[src/mrc_pkg.sv]
`timescale 1ns / 1ps
// ----------------------------------------------------------------------------
// mrc_pkg: modem response checker shared definitions
// Item layouts, command/status codes, register indexes and the CRC-16/ARC
// byte update used by the response checker.
// ----------------------------------------------------------------------------
package mrc_pkg;

  // Item kinds on the input channel
  localparam logic [2:0] KIND_START   = 3'd0;
  localparam logic [2:0] KIND_RX_BYTE = 3'd1;
  localparam logic [2:0] KIND_TX_DONE = 3'd2;
  localparam logic [2:0] KIND_TICK    = 3'd3;
  localparam logic [2:0] KIND_READ    = 3'd4;

  // Result status codes
  localparam logic [1:0] STAT_NONE    = 2'd0;
  localparam logic [1:0] STAT_SUCCESS = 2'd1;
  localparam logic [1:0] STAT_RESEND  = 2'd2;
  localparam logic [1:0] STAT_FAILED  = 2'd3;

  // Configuration register indexes
  localparam logic [1:0] REG_EXP_CMD     = 2'd0;
  localparam logic [1:0] REG_EXP_LENGTH  = 2'd1;
  localparam logic [1:0] REG_TIMEOUT     = 2'd2;
  localparam logic [1:0] REG_MAX_RETRIES = 2'd3;

  localparam int CFG_DATA_W = 32;

  // Register reset values (timeout is 30 s at 1000 ticks per second)
  localparam logic [7:0]  EXP_CMD_RST     = 8'd0;
  localparam logic [8:0]  EXP_LENGTH_RST  = 9'd5;
  localparam logic [31:0] TIMEOUT_RST     = 32'd30000;
  localparam logic [2:0]  MAX_RETRIES_RST = 3'd3;

  // Response framing
  localparam logic [7:0]  RESP_START = 8'h3e;
  localparam logic [7:0]  RESP_END   = 8'h3b;
  localparam logic [15:0] CRC_POLY   = 16'ha001;

  typedef struct packed {
    logic [2:0] kind;
    logic [7:0] rx_byte;
    logic [7:0] read_index;
  } mrc_in_t;

  typedef struct packed {
    logic [1:0] status;
    logic       busy_res;
    logic [8:0] received_length;
    logic [7:0] read_data;
    logic [2:0] retries_used;
  } mrc_out_t;

  // One byte of reflected CRC-16/ARC
  function automatic logic [15:0] crc_arc_byte(input logic [15:0] crc,
                                               input logic [7:0]  b);
    logic [15:0] c;
    c = crc ^ {8'h00, b};
    for (int i = 0; i < 8; i++) begin
      if (c[0]) begin
        c = (c >> 1) ^ CRC_POLY;
      end else begin
        c = c >> 1;
      end
    end
    return c;
  endfunction

endpackage

[src/mrc_if.sv]
`timescale 1ns / 1ps
// ----------------------------------------------------------------------------
// mrc_in_if / mrc_out_if: valid/ready channels of the response checker
// Input channel carries request items, output channel carries result items.
// ----------------------------------------------------------------------------
interface mrc_in_if;
  import mrc_pkg::*;
  logic    valid;
  logic    ready;
  mrc_in_t data;

  modport source (output valid, output data, input ready);
  modport sink (input valid, input data, output ready);
endinterface

interface mrc_out_if;
  import mrc_pkg::*;
  logic     valid;
  logic     ready;
  mrc_out_t data;

  modport source (output valid, output data, input ready);
  modport sink (input valid, input data, output ready);
endinterface

[src/modem_response_checker_retry.sv]
`timescale 1ns / 1ps
// ----------------------------------------------------------------------------
// modem_response_checker_retry: receive side of a modem transaction
// Captures the response frame, checks framing, echo, length and CRC-16/ARC
// on a tick, and asks for resends up to a retry limit.
// ----------------------------------------------------------------------------
// Pipeline: the state update plus buffer read register on item accept, then
//   the output register that presents the result.
// Throughput: one item per cycle; the input stalls only while the output
//   register holds a result that has not been taken.
// Reset: synchronous, clears transaction state and loads register defaults;
//   the response buffer is not cleared and needs no clearing pass.
// ----------------------------------------------------------------------------
module modem_response_checker_retry #(
  parameter int RX_BUF_DEPTH = 256
) (
  input  logic                          clk,
  input  logic                          rst,
  mrc_in_if.sink                        in_ch,
  mrc_out_if.source                     out_ch,
  input  logic                          cfg_we,
  input  logic [1:0]                    cfg_index,
  input  logic [mrc_pkg::CFG_DATA_W-1:0] cfg_data
);
  import mrc_pkg::*;

  localparam int AW = $clog2(RX_BUF_DEPTH);
  localparam int CW = $clog2(RX_BUF_DEPTH + 1);
  localparam int LW = (CW > 9) ? CW : 9;

  // Configuration registers
  logic [7:0]  expected_cmd;
  logic [8:0]  expected_length;
  logic [31:0] timeout_ticks;
  logic [2:0]  max_retries;

  // Transaction state
  logic [CW-1:0] byte_count, byte_count_next;
  logic          rx_done, rx_done_next;
  logic          tx_done, tx_done_next;
  logic          active, active_next;
  logic [2:0]    retry_count, retry_count_next;
  logic [31:0]   elapsed_ticks, elapsed_ticks_next;
  logic [15:0]   running_crc, running_crc_next;
  logic [23:0]   crc_lag_bytes, crc_lag_bytes_next;
  logic [7:0]    echo_byte, echo_byte_next;

  // Buffer
  logic [7:0]    response_buffer [RX_BUF_DEPTH];
  logic          mem_we;
  logic [AW-1:0] raddr;
  logic [7:0]    rd_q;

  // Pipeline
  logic     acc;
  logic     s1_valid, s1_adv, s1_rd_en;
  logic     rd_en;
  mrc_out_t s1_res;
  mrc_out_t out_next;
  logic [1:0] status;
  logic       restart, retry, finish, resp_ok;
  logic [31:0] el_inc;
  logic [CW-1:0] cnt_inc;
  logic          take_ok;

  assign s1_adv      = s1_valid && (!out_ch.valid || out_ch.ready);
  assign in_ch.ready = !s1_valid || s1_adv;
  assign acc         = in_ch.valid && in_ch.ready;

  // Configuration writes
  always_ff @(posedge clk) begin
    if (rst) begin
      expected_cmd    <= EXP_CMD_RST;
      expected_length <= EXP_LENGTH_RST;
      timeout_ticks   <= TIMEOUT_RST;
      max_retries     <= MAX_RETRIES_RST;
    end else if (cfg_we) begin
      case (cfg_index)
        REG_EXP_CMD:     expected_cmd    <= cfg_data[7:0];
        REG_EXP_LENGTH:  expected_length <= cfg_data[8:0];
        REG_TIMEOUT:     timeout_ticks   <= cfg_data[31:0];
        REG_MAX_RETRIES: max_retries     <= cfg_data[2:0];
        default: ;
      endcase
    end
  end

  // Response check: last three stored bytes sit in the lag register
  always_comb begin
    resp_ok = (expected_length == 9'd0) ||
              ((byte_count >= CW'(5)) &&
               (LW'(byte_count) == LW'(expected_length)) &&
               (crc_lag_bytes[7:0] == RESP_END) &&
               (echo_byte == expected_cmd) &&
               (crc_lag_bytes[23:8] == running_crc));
  end

  assign el_inc  = (elapsed_ticks != '1) ? elapsed_ticks + 32'd1 : elapsed_ticks;
  assign cnt_inc = byte_count + CW'(1);
  assign take_ok = !((byte_count == '0) && (in_ch.data.rx_byte != RESP_START));

  // Next state for the accepted item
  always_comb begin
    byte_count_next    = byte_count;
    rx_done_next       = rx_done;
    tx_done_next       = tx_done;
    active_next        = active;
    retry_count_next   = retry_count;
    elapsed_ticks_next = elapsed_ticks;
    running_crc_next   = running_crc;
    crc_lag_bytes_next = crc_lag_bytes;
    echo_byte_next     = echo_byte;
    mem_we  = 1'b0;
    status  = STAT_NONE;
    restart = 1'b0;
    retry   = 1'b0;
    finish  = 1'b0;
    rd_en   = 1'b0;

    case (in_ch.data.kind)
      KIND_START: begin
        if (!active) begin
          active_next      = 1'b1;
          retry_count_next = 3'd0;
          restart          = 1'b1;
        end
      end
      KIND_RX_BYTE: begin
        if (active && !rx_done && take_ok) begin
          if (byte_count < CW'(RX_BUF_DEPTH)) begin
            mem_we = 1'b1;
            if (byte_count == CW'(1)) begin
              echo_byte_next = in_ch.data.rx_byte;
            end
            if (byte_count >= CW'(4)) begin
              running_crc_next = crc_arc_byte(running_crc, crc_lag_bytes[23:16]);
            end
            if (byte_count != '0) begin
              crc_lag_bytes_next = {crc_lag_bytes[15:0], in_ch.data.rx_byte};
            end
            byte_count_next = cnt_inc;
          end else begin
            finish = 1'b1;
          end
          if (LW'(byte_count_next) == LW'(expected_length)) begin
            finish = 1'b1;
          end
          if (finish) begin
            rx_done_next = 1'b1;
          end
        end
      end
      KIND_TX_DONE: begin
        if (active) begin
          tx_done_next = 1'b1;
        end
      end
      KIND_TICK: begin
        if (active) begin
          elapsed_ticks_next = el_inc;
          if (tx_done && rx_done) begin
            if (resp_ok) begin
              status      = STAT_SUCCESS;
              active_next = 1'b0;
            end else begin
              retry = 1'b1;
            end
          end else if (el_inc > timeout_ticks) begin
            retry = 1'b1;
          end
          if (retry) begin
            if (retry_count < max_retries) begin
              retry_count_next = retry_count + 3'd1;
              restart          = 1'b1;
              status           = STAT_RESEND;
            end else begin
              active_next = 1'b0;
              status      = STAT_FAILED;
            end
          end
        end
      end
      KIND_READ: begin
        rd_en = (int'(in_ch.data.read_index) < RX_BUF_DEPTH);
      end
      default: ;
    endcase

    // New attempt: clear reception and transmit progress
    if (restart) begin
      elapsed_ticks_next = 32'd0;
      tx_done_next       = 1'b0;
      byte_count_next    = '0;
      running_crc_next   = 16'd0;
      crc_lag_bytes_next = 24'd0;
      echo_byte_next     = 8'd0;
      rx_done_next       = (expected_length == 9'd0);
    end
  end

  // State registers
  always_ff @(posedge clk) begin
    if (rst) begin
      byte_count    <= '0;
      rx_done       <= 1'b0;
      tx_done       <= 1'b0;
      active        <= 1'b0;
      retry_count   <= 3'd0;
      elapsed_ticks <= 32'd0;
      running_crc   <= 16'd0;
      crc_lag_bytes <= 24'd0;
      echo_byte     <= 8'd0;
    end else if (acc) begin
      byte_count    <= byte_count_next;
      rx_done       <= rx_done_next;
      tx_done       <= tx_done_next;
      active        <= active_next;
      retry_count   <= retry_count_next;
      elapsed_ticks <= elapsed_ticks_next;
      running_crc   <= running_crc_next;
      crc_lag_bytes <= crc_lag_bytes_next;
      echo_byte     <= echo_byte_next;
    end
  end

  // Response buffer: write on stored byte, registered read on accept
  assign raddr = AW'(in_ch.data.read_index);

  always_ff @(posedge clk) begin
    if (acc && mem_we) begin
      response_buffer[byte_count[AW-1:0]] <= in_ch.data.rx_byte;
    end
    if (acc) begin
      rd_q <= response_buffer[raddr];
    end
  end

  // Stage one: result fields after the state update
  always_ff @(posedge clk) begin
    if (rst) begin
      s1_valid <= 1'b0;
    end else if (acc) begin
      s1_valid <= 1'b1;
    end else if (s1_adv) begin
      s1_valid <= 1'b0;
    end
  end

  always_ff @(posedge clk) begin
    if (acc) begin
      s1_res.status          <= status;
      s1_res.busy_res        <= active_next;
      s1_res.received_length <= 9'(byte_count_next);
      s1_res.read_data       <= 8'd0;
      s1_res.retries_used    <= retry_count_next;
      s1_rd_en               <= rd_en;
    end
  end

  // Read data joins the stage one fields on the way out
  always_comb begin
    out_next           = s1_res;
    out_next.read_data = s1_rd_en ? rd_q : 8'd0;
  end

  // Output register
  always_ff @(posedge clk) begin
    if (rst) begin
      out_ch.valid <= 1'b0;
    end else if (s1_adv) begin
      out_ch.valid <= 1'b1;
    end else if (out_ch.ready) begin
      out_ch.valid <= 1'b0;
    end
  end

  always_ff @(posedge clk) begin
    if (s1_adv) begin
      out_ch.data <= out_next;
    end
  end

  // Checks
  a_count_bound: assert property (@(posedge clk) disable iff (rst)
    byte_count <= CW'(RX_BUF_DEPTH))
    else $error("byte count beyond buffer depth");

  a_s1_hold: assert property (@(posedge clk) disable iff (rst)
    s1_valid && !s1_adv |=> s1_valid && $stable(s1_res))
    else $error("stage one item lost while stalled");

  a_status_busy: assert property (@(posedge clk) disable iff (rst)
    out_ch.valid && (out_ch.data.status != STAT_NONE) |->
      (out_ch.data.busy_res == (out_ch.data.status == STAT_RESEND)))
    else $error("status and busy flag disagree");

  a_restart_clear: assert property (@(posedge clk) disable iff (rst)
    acc && (status == STAT_RESEND) |=> (byte_count == '0) && !tx_done)
    else $error("resend did not clear the attempt");

endmodule

[src/flat_wrapper.sv]
// flat-port wrapper written by rule: the top's interface ports become plain ports
module modem_response_checker_retry_flat import mrc_pkg::*;
#(
  parameter int RX_BUF_DEPTH = 256
)
  (clk, rst, cfg_we, cfg_index, cfg_data, in_ch_valid, in_ch_data, in_ch_ready, out_ch_valid, out_ch_data, out_ch_ready);
  mrc_in_if in_ch_i ();
  mrc_out_if out_ch_i ();
  input  logic clk;
  input  logic rst;
  input  logic cfg_we;
  input  logic [1:0] cfg_index;
  input  logic [mrc_pkg::CFG_DATA_W-1:0] cfg_data;
  input wire logic [$bits(in_ch_i.valid)-1:0] in_ch_valid;
  input wire logic [$bits(in_ch_i.data)-1:0] in_ch_data;
  output wire logic [$bits(in_ch_i.ready)-1:0] in_ch_ready;
  output wire logic [$bits(out_ch_i.valid)-1:0] out_ch_valid;
  output wire logic [$bits(out_ch_i.data)-1:0] out_ch_data;
  input wire logic [$bits(out_ch_i.ready)-1:0] out_ch_ready;
  assign in_ch_i.valid = in_ch_valid;
  assign in_ch_i.data = in_ch_data;
  assign in_ch_ready = in_ch_i.ready;
  assign out_ch_valid = out_ch_i.valid;
  assign out_ch_data = out_ch_i.data;
  assign out_ch_i.ready = out_ch_ready;
  modem_response_checker_retry #(.RX_BUF_DEPTH(RX_BUF_DEPTH)) u_core (.clk(clk), .rst(rst), .in_ch(in_ch_i), .out_ch(out_ch_i), .cfg_we(cfg_we), .cfg_index(cfg_index), .cfg_data(cfg_data));
endmodule
[config.mk]
export PLATFORM = sky130hd
export DESIGN_NAME = modem_response_checker_retry_flat
export DESIGN_NICKNAME = d
export VERILOG_FILES = /design/src/mrc_pkg.sv /design/src/mrc_if.sv /design/src/modem_response_checker_retry.sv /design/src/flat_wrapper.sv
export SDC_FILE = /design/constraint.sdc
export NUM_CORES = 2
export LEC_CHECK = 0
export ABC_AREA = 1
export ABC_CLOCK_PERIOD_IN_PS = 3350
export BUFFER_PORTS_ARGS = -buffer_cell sky130_fd_sc_hd__buf_2
export CORE_MARGIN = 2
export CORE_UTILIZATION = 55
export DETAILED_ROUTE_END_ITERATION = 10
export PLACE_DENSITY = 0.71
export SLEW_MARGIN = 20
export SYNTH_ARGS = -nofsm -noshare
export SYNTH_HDL_FRONTEND = slang
export SYNTH_SLANG_ARGS = --single-unit
[constraint.sdc]
create_clock -name clk -period 3.35 [get_ports clk]
set_input_delay 0.1675 -clock clk [delete_from_list [all_inputs] [get_ports clk]]
set_output_delay 0.1675 -clock clk [all_outputs]
set_load 0.01 [all_outputs]
* Word-level counts from Yosys, hierarchy flattened
Memories as Yosys holds them, arrays and structs flattened. A register that Yosys moved wholly into a read port is not among the register bits. Index checks and enable logic that the tools add are counted.
Storage, ports and cells: word-level logic and storage cells 210, bits of input ports 58, bits in writable memories 2048, bits in registers 188, memories kept 1, output and inout port bits 25
Memories:
- u_core.response_buffer | depth 256, width 8, rd ports 1, clocked after Yosys merged registers in 1, wr ports 1, RTL line modem_response_checker_retry.sv:49 | logic [7:0] response_buffer [RX_BUF_DEPTH];
Operators by class: $add $sub $neg 3, $lt $le $gt $ge 5, reduce and logical (&&, ||, !) cells 46, multiplexer cells 106, equality and inequality tests 15, bitwise operators 9
Operators by type and width (number):
- 16-bit two-way mux | 41
- 32-bit two-way mux | 4
- 24-bit two-way mux | 5
- 9-bit two-way mux | 6
- 8-bit two-way mux | 5
- 1-bit two-way mux | 36
- 32-bit by 1-bit adder with 32-bit output (second input constant) | 1
- 32-bit greater-than comparator | 1
- 32-bit inequality test (second input constant) | 1
- 2-bit NOT with 3-bit output | 8
- 2-bit nonzero test | 12
- 9-bit == test | 2
- 9-bit by 3-bit greater-or-equal comparator with 1-bit output (second input constant) | 2
- 9-bit logical NOT | 2
- 16-bit == test | 1
- 16-bit by 8-bit XOR with 16-bit output | 1
- 5-bit AND reduction | 3
- 3-bit two-way mux | 4
- 1-bit logical AND | 11
- 2-bit AND reduction | 5
- 9-bit by 1-bit adder with 9-bit output (second input constant) | 1
- 9-bit by 1-bit == test with 1-bit output (second input constant) | 1
- 9-bit < comparator (second input constant) | 1
- 9-bit nonzero test | 1
- 19 further kinds | 29

* Logic depth before layout (Yosys ltp)
word-level depth 50, mapped depth 29, depth with buffers taken out 27

* Worst setup path before layout
Ideal clock, no wire load.
path kind reg-to-reg, from register u_core.elapsed_ticks[2], to register u_core.s1_res (netlist bit u_core.out_next[11]), data pin, stages on the path, launching flop included 24, path buffers 1, slack -0.044 ns, clock period less this slack 3.394 ns, data arrival time 3.143 ns, data required time 3.099 ns, setup time 0.251 ns, cell sequence dfxtp_1 -> nand3_1 -> nor2_1 -> inv_1 -> nor2_1 -> inv_1 -> nor4_1 -> xnor2_1 -> nand2_1 -> ha_1 -> nand2_1 -> nor2_1 -> nand2_1 -> nor3_1 -> nand2_1 -> nand3_1 -> nand2_1 -> nand2_2 -> nand3_2 -> nor2_4 -> nor2_8 -> buf_2 -> nand2_1 -> inv_1
On the way: word-level cells in the longest chain between the ends 11, elaborated cells between the ends (all ways) 12, classes of those cells 1 x add/sub; 1 x order compare; 1 x eq/ne; 9 x mux
RTL lines:
- start: declaration | RTL line modem_response_checker_retry.sv:43 | logic [31:0] elapsed_ticks, elapsed_ticks_next;
- start signal: assignment | RTL line modem_response_checker_retry.sv:219 | elapsed_ticks <= elapsed_ticks_next;
- 32-bit by 1-bit adder with 32-bit output or 32-bit inequality test (tied branches) | RTL line modem_response_checker_retry.sv:98 | assign el_inc = (elapsed_ticks != '1) ? elapsed_ticks + 32'd1 : elapsed_ticks;
- 32-bit two-way mux (*) | RTL line modem_response_checker_retry.sv:98
- 32-bit greater-than comparator (*) | RTL line modem_response_checker_retry.sv:168 | end else if (el_inc > timeout_ticks) begin
- 1-bit two-way mux (*) | RTL line modem_response_checker_retry.sv:168
- 1-bit two-way mux (*) | RTL line modem_response_checker_retry.sv:161 | if (tx_done && rx_done) begin
- 1-bit two-way mux (*) | RTL line modem_response_checker_retry.sv:159 | if (active) begin
- 1-bit two-way mux (*) | RTL line modem_response_checker_retry.sv:120 | case (in_ch.data.kind)
- 1-bit two-way mux (*) | RTL line modem_response_checker_retry.sv:171 | if (retry) begin
- 1-bit two-way mux (*) | RTL line modem_response_checker_retry.sv:159
- 1-bit one-hot mux with 2 select lines (*) | RTL line modem_response_checker_retry.sv:120
- 9-bit two-way mux (*) | RTL line modem_response_checker_retry.sv:190 | if (restart) begin
- via u_core.byte_count_next[0] | RTL line modem_response_checker_retry.sv:38 | logic [CW-1:0] byte_count, byte_count_next;
- end: declaration | RTL line modem_response_checker_retry.sv:58 | mrc_out_t s1_res;
Mark *: on every way through the listed nets, which the timed path passes. The rest lies on a longest branch. The select of a mux whose other input is x is not followed. A chain may end at the register's enable or synchronous reset.

* Worst setup path in the final report
from register u_core.elapsed_ticks[1], to register u_core.crc_lag_bytes[10]
On the way: word-level cells in the longest chain between the ends 12, elaborated cells between the ends (all ways) 17, classes of those cells 1 x add/sub; 1 x order compare; 1 x eq/ne; 9 x mux; 5 x reduce/logical
RTL lines:
- 32-bit by 1-bit adder with 32-bit output or 32-bit inequality test (tied branches) | RTL line modem_response_checker_retry.sv:98
- 32-bit two-way mux (*) | RTL line modem_response_checker_retry.sv:98
- 32-bit greater-than comparator (*) | RTL line modem_response_checker_retry.sv:168
- 1-bit two-way mux (*) | RTL line modem_response_checker_retry.sv:168
- 1-bit two-way mux (*) | RTL line modem_response_checker_retry.sv:161
- 1-bit two-way mux (*) | RTL line modem_response_checker_retry.sv:159
- 1-bit two-way mux (*) | RTL line modem_response_checker_retry.sv:120
- 1-bit two-way mux (*) | RTL line modem_response_checker_retry.sv:171
- 1-bit two-way mux (*) | RTL line modem_response_checker_retry.sv:159
- 1-bit one-hot mux with 2 select lines (*) | RTL line modem_response_checker_retry.sv:120
- 2-bit nonzero test (no source line)
- 5-bit AND reduction (no source line)
- end signal: assignment | RTL line modem_response_checker_retry.sv:221 | crc_lag_bytes <= crc_lag_bytes_next;
- end: declaration | RTL line modem_response_checker_retry.sv:45 | logic [23:0] crc_lag_bytes, crc_lag_bytes_next;
Every way passes the cells marked *; elsewhere a longest branch is shown, timed or not. The select of a mux whose other input is x is not followed.

==> metrics.md <==
| Metric | Value |
|---|---|
| Outcome | `finished with violations` |
| Failing checks | `setup timing` |
| Crit path max-delay cell type | `dfxtp_4` |
| Clock group share of total power | `40.8%` |
| DR iter-0 viols | `about 9600` |
| Die width | `413 um` |
| Post-Syn Area per Cell | `11.8 sq um` |
| First-pass GRT wire length | `386000 um` |
| Worst path bufs/invs | `6` |
| Clock-pin slew on the worst setup and hold paths | `around 0.060 ns` |
| Row Count | `150` |
| Slack of the critical path | `-0.422 ns` |
| Initial DRT Pass Iterations | `9` |
| Cell Area, Synth | `about 92000 sq um` |
| Synth Flop Type | `edfxtp_1` |
| Height of the chip | `~410 um` |
| Overall power | `58.6 mW` |
| Largest net degree at the start of global routing | `192` |
| Worst-path fanout max | `6` |
| R2R depth | `27` |
| Hold Crit Depth | `2` |
| Switching power | `13.4 mW` |
| Critical Path AT | `between 4 and 5 ns` |
| CTS max path bufs | `3` |
| Initial Util | `a little under three fifths` |
| DR vias/cell | `6.15` |
| CTS sink cnt | `about 2200` |
| Crit path max-delay family | `simple AND/OR/NAND/NOR gates` |
| PwrDens | `542 nW/um^2` |
| Ports | `83` |
| Most common cell after layout, fill and taps aside | `edfxtp_1` |
| WL per Instance | `24.1 um` |
| Critical Path Stages | `27` |
| Crit Path Category | `reg2reg` |
| Fin Hold WS | `between 0.05 and 0.06 ns` |
| Required time of the worst setup path | `4.14 ns` |
| Gr ovfl total | `0` |
| Final core occ | `65.0%` |
| Layout Nets | `around 8500` |
| Vias after detailed routing | `66127` |
| Reg-to-reg slack, setup | `-0.42 ns` |
| Tmin final | `around 3.8 ns` |
| Post-DP HPWL | `around 150000 um` |
| Final Hold Viols | `0` |
| Pins over their slew limit | `0` |
| # H-tree levels | `4` |
| Worst slew margin | `23.7%` |
| Ratio of cells with drive above 1 in the final layout | `15.9%` |
| Seq/Total Area, Yosys | `71.7%` |
| Leak pwr | `37.4 nW` |
| Fmax | `~270 MHz` |
| CTS Buf Count | `between 200 and 250` |
| Clk Tree Root Cell | `clkbuf_16` |
| Pint | `45.2 mW` |
| Peak VDD IR | `617 uV` |
| Final setup violation count | `110` |
| Synth async-reset ratio | `0%` |
| Origin of the critical flop-to-flop path | `u_core.elapsed_ticks[1]$_SDFFE_PP0P_` |
| Port bufs | `approximately 80` |
| Combinational fraction of design power | `under 10%` |
| Kind of end point of the critical path | `flip-flop` |
| Yosys warns | `0` |
| Worst-Skew Late Latency | `a little under 0.9 ns` |
| Setup crit start | `u_core.elapsed_ticks[1]$_SDFFE_PP0P_` |
| Placer Congestion | `slightly above 0.9` |
| Setup Skew | `about 0.035 ns` |
| Sw Share | `around 23%` |
| Vias in the first global route | `63484` |
| Synth unique cells | `53` |
| Number of synthesized register bits | `2244` |
| Setup WS pre-CTS | `-0.822 ns` |
| CP startpoint kind | `flip-flop` |
| R2R Path End | `u_core.crc_lag_bytes[10]$_SDFFE_PP0P_` |
| Unrepaired setup endpoints after global routing | `yes` |
| CTS tree | `done` |
| Syn nets | `between 7000 and 8000` |
| Core area | `166000 sq um` |
| Fin crit share | `113%` |
| Least-Margin Pin Slew | `roughly 1.1 ns` |
| Area grow syn2layout | `17.8%` |
| Most frequent cells in the layout | `edfxtp_1 (2095), nor2_1 (1358), o21ai_0 (1084)` |
| Post-synth EDFFs | `between 2000 and 2500` |
| Critical Path End | `u_core.crc_lag_bytes[10]$_SDFFE_PP0P_` |
| WL final | `between 200000 and 300000 um` |
| DRC Markers | `0` |
| Total GRT Usage | `between 30% and 40%` |
| Hold/Removal Path Class | `in2reg` |
| Routed Antenna Nets | `0` |
| Max cap viols | `0` |
| CP peak stage delay | `about 0.38 ns` |
| Fillers | `11932` |
| Die area | `170000 sq um` |
| Seq pwr share | `between 50 and 60%` |
| Initial antenna violation count | `6` |
| Post-Synthesis Cells | `7804` |
## power by group through the flow
stage / logic (mW) / registers [mW] / clock network [mW]
finish: 3.92 / 30.8 / 23.9
floorplan: 1.95 / 31.3 / 0
detailed placement: 3.65 / 31.3 / 0
CTS: 3.80 / 30.8 / 24.1
global route: 4.19 / 30.7 / 25.2
global placement: 3.59 / 31.3 / 0
## flip-flops by register name (all words and copies together) (netlist names), 3 cells and up
name,flops
u_core.max_retries,3
u_core.response_buffer,2048
u_core.crc_lag_bytes,24
u_core.echo_byte,8
u_core.elapsed_ticks,32
u_core.out_ch.data,23
u_core.running_crc,16
u_core.rd_q,8
u_core.byte_count,9
u_core.timeout_ticks,32
u_core.out_next,15
u_core.retry_count,3
u_core.expected_cmd,8
u_core.expected_length,9
## worst register-to-register path, stage by stage, from the launching register on
cell and delay [ns]:
dfxtp_4 0.38, ha_4 0.16, nand4_4 0.09, nor2_4 0.13, buf_6 0.13, nand2_4 0.05
nor4_4 0.28, inv_1 0.08, nor2_2 0.12, xor2_1 0.25, ha_1 0.28, nand2_1 0.09
nor2_2 0.05, nand2_4 0.10, buf_6 0.11, nor2_4 0.03, a21oi_2 0.18, nand3_2 0.12
nand2_4 0.09, nand2_4 0.07, buf_6 0.13, nand4_4 0.09, nand3_4 0.09, buf_6 0.14
nand2_8 0.09, clkbuf_16 0.15, nand3_1 0.09, a21oi_2 0.15
## synth_stat cells (all sizes together) (2+ instances only)
cell,instances,area [sq um]
a21o,2,15.0
o21a,2,15.0
nor3,31,183
nor3b,2,15.0
clkbuf,317,1190
o22ai,512,3200
o211ai,7,52.6
o21ai,1092,5470
nand2,874,3330
nor4,14,109
nor2,1391,5270
and3,8,50.1
xnor2,32,295
clkinv,2,8.75
nand4,49,319
a21oi,147,739
dfxtp,149,2980
inv,189,712
buf,225,1210
ha,40,500
xor2,41,359
nand3,565,2840
a31oi,9,56.3
edfxtp,2095,62900
## worst min path at each step
stage / from / slack [ns] / endpoint
after global placement: cfg_data[13] / 0.40 / u_core.timeout_ticks[13]$_SDFFE_PP1P_
after global routing: in_ch_data[14] / 0.07 / u_core.response_buffer[31][6]$_DFFE_PP_
after CTS: in_ch_data[11] / 0.04 / u_core.response_buffer[86][3]$_DFFE_PP_
after detailed placement: u_core.out_next[20]$_DFFE_PP_ / 0.41 / u_core.out_ch.data[20]$_DFFE_PP_
final: in_ch_data[11] / 0.05 / u_core.response_buffer[83][3]$_DFFE_PP_
after floorplan: in_ch_data[8] / 0.27 / u_core.response_buffer[0][0]$_DFFE_PP_
## kinds of logic (layout without fill, tap and decap cells)
family                     Yosys count  count (layout)  share of synthesized area (%)
xor gates and xnor gates            73              73                          0.712
buffers and inverters              733            1465                           3.39
DFF                               2244            2244                           71.7
muxes                                1               1                         0.0109
AOI/OAI and AO/OA                 1777            1777                           10.4
other                                0               5                              0
adders and majority gates           40              40                          0.545
and+or+nand+nor                   2936            2936                           13.2
## metal layers
layer,share of wire (%),GRT usage (%),vias up
li1,-,-,29341
met1,38,40.4,32122
met2,47,48.3,4052
met3,11,5.58,608
met4,4.1,12.5,4
met5,0.0089,0,-
## layout make-up
| cell class | count | area [sq um] | area share (%) |
|---|---|---|---|
| inverter | 191 | 766 | 0.708 |
| clock inverter | 122 | 1090 | 1.00 |
| multi-input combinational | 4827 | 23900 | 22.1 |
| antenna | 5 | 12.5 | 0.0116 |
| tap | 2204 | 2760 | 2.55 |
| sequential | 2244 | 65900 | 60.9 |
| timing repair buffer | 882 | 7930 | 7.33 |
| clock buffer | 270 | 5840 | 5.39 |
## per-stage QoR
step,area (sq um),TNS [ns],instances
after floorplan,91900,0,7804
after global routing,108000,-58.40,10740
after detailed placement,98700,-78.00,10214
after CTS,108000,-20.50,10728
final,108000,-35.54,10745
after global placement,98700,-72.02,10214
## repair_timing
item | 4_1_cts | 5_1_grt
endpoints found under the hold margin | 254 | 0
pin swaps | 42 | 54
gates cloned | 9 | 5
gates resized for setup | 148 | 134
buffers inserted | 41 | 12
endpoints found under the setup margin | 110 | 110
hold buffers | 74 | 0
(Power assumes the default switching activity.)
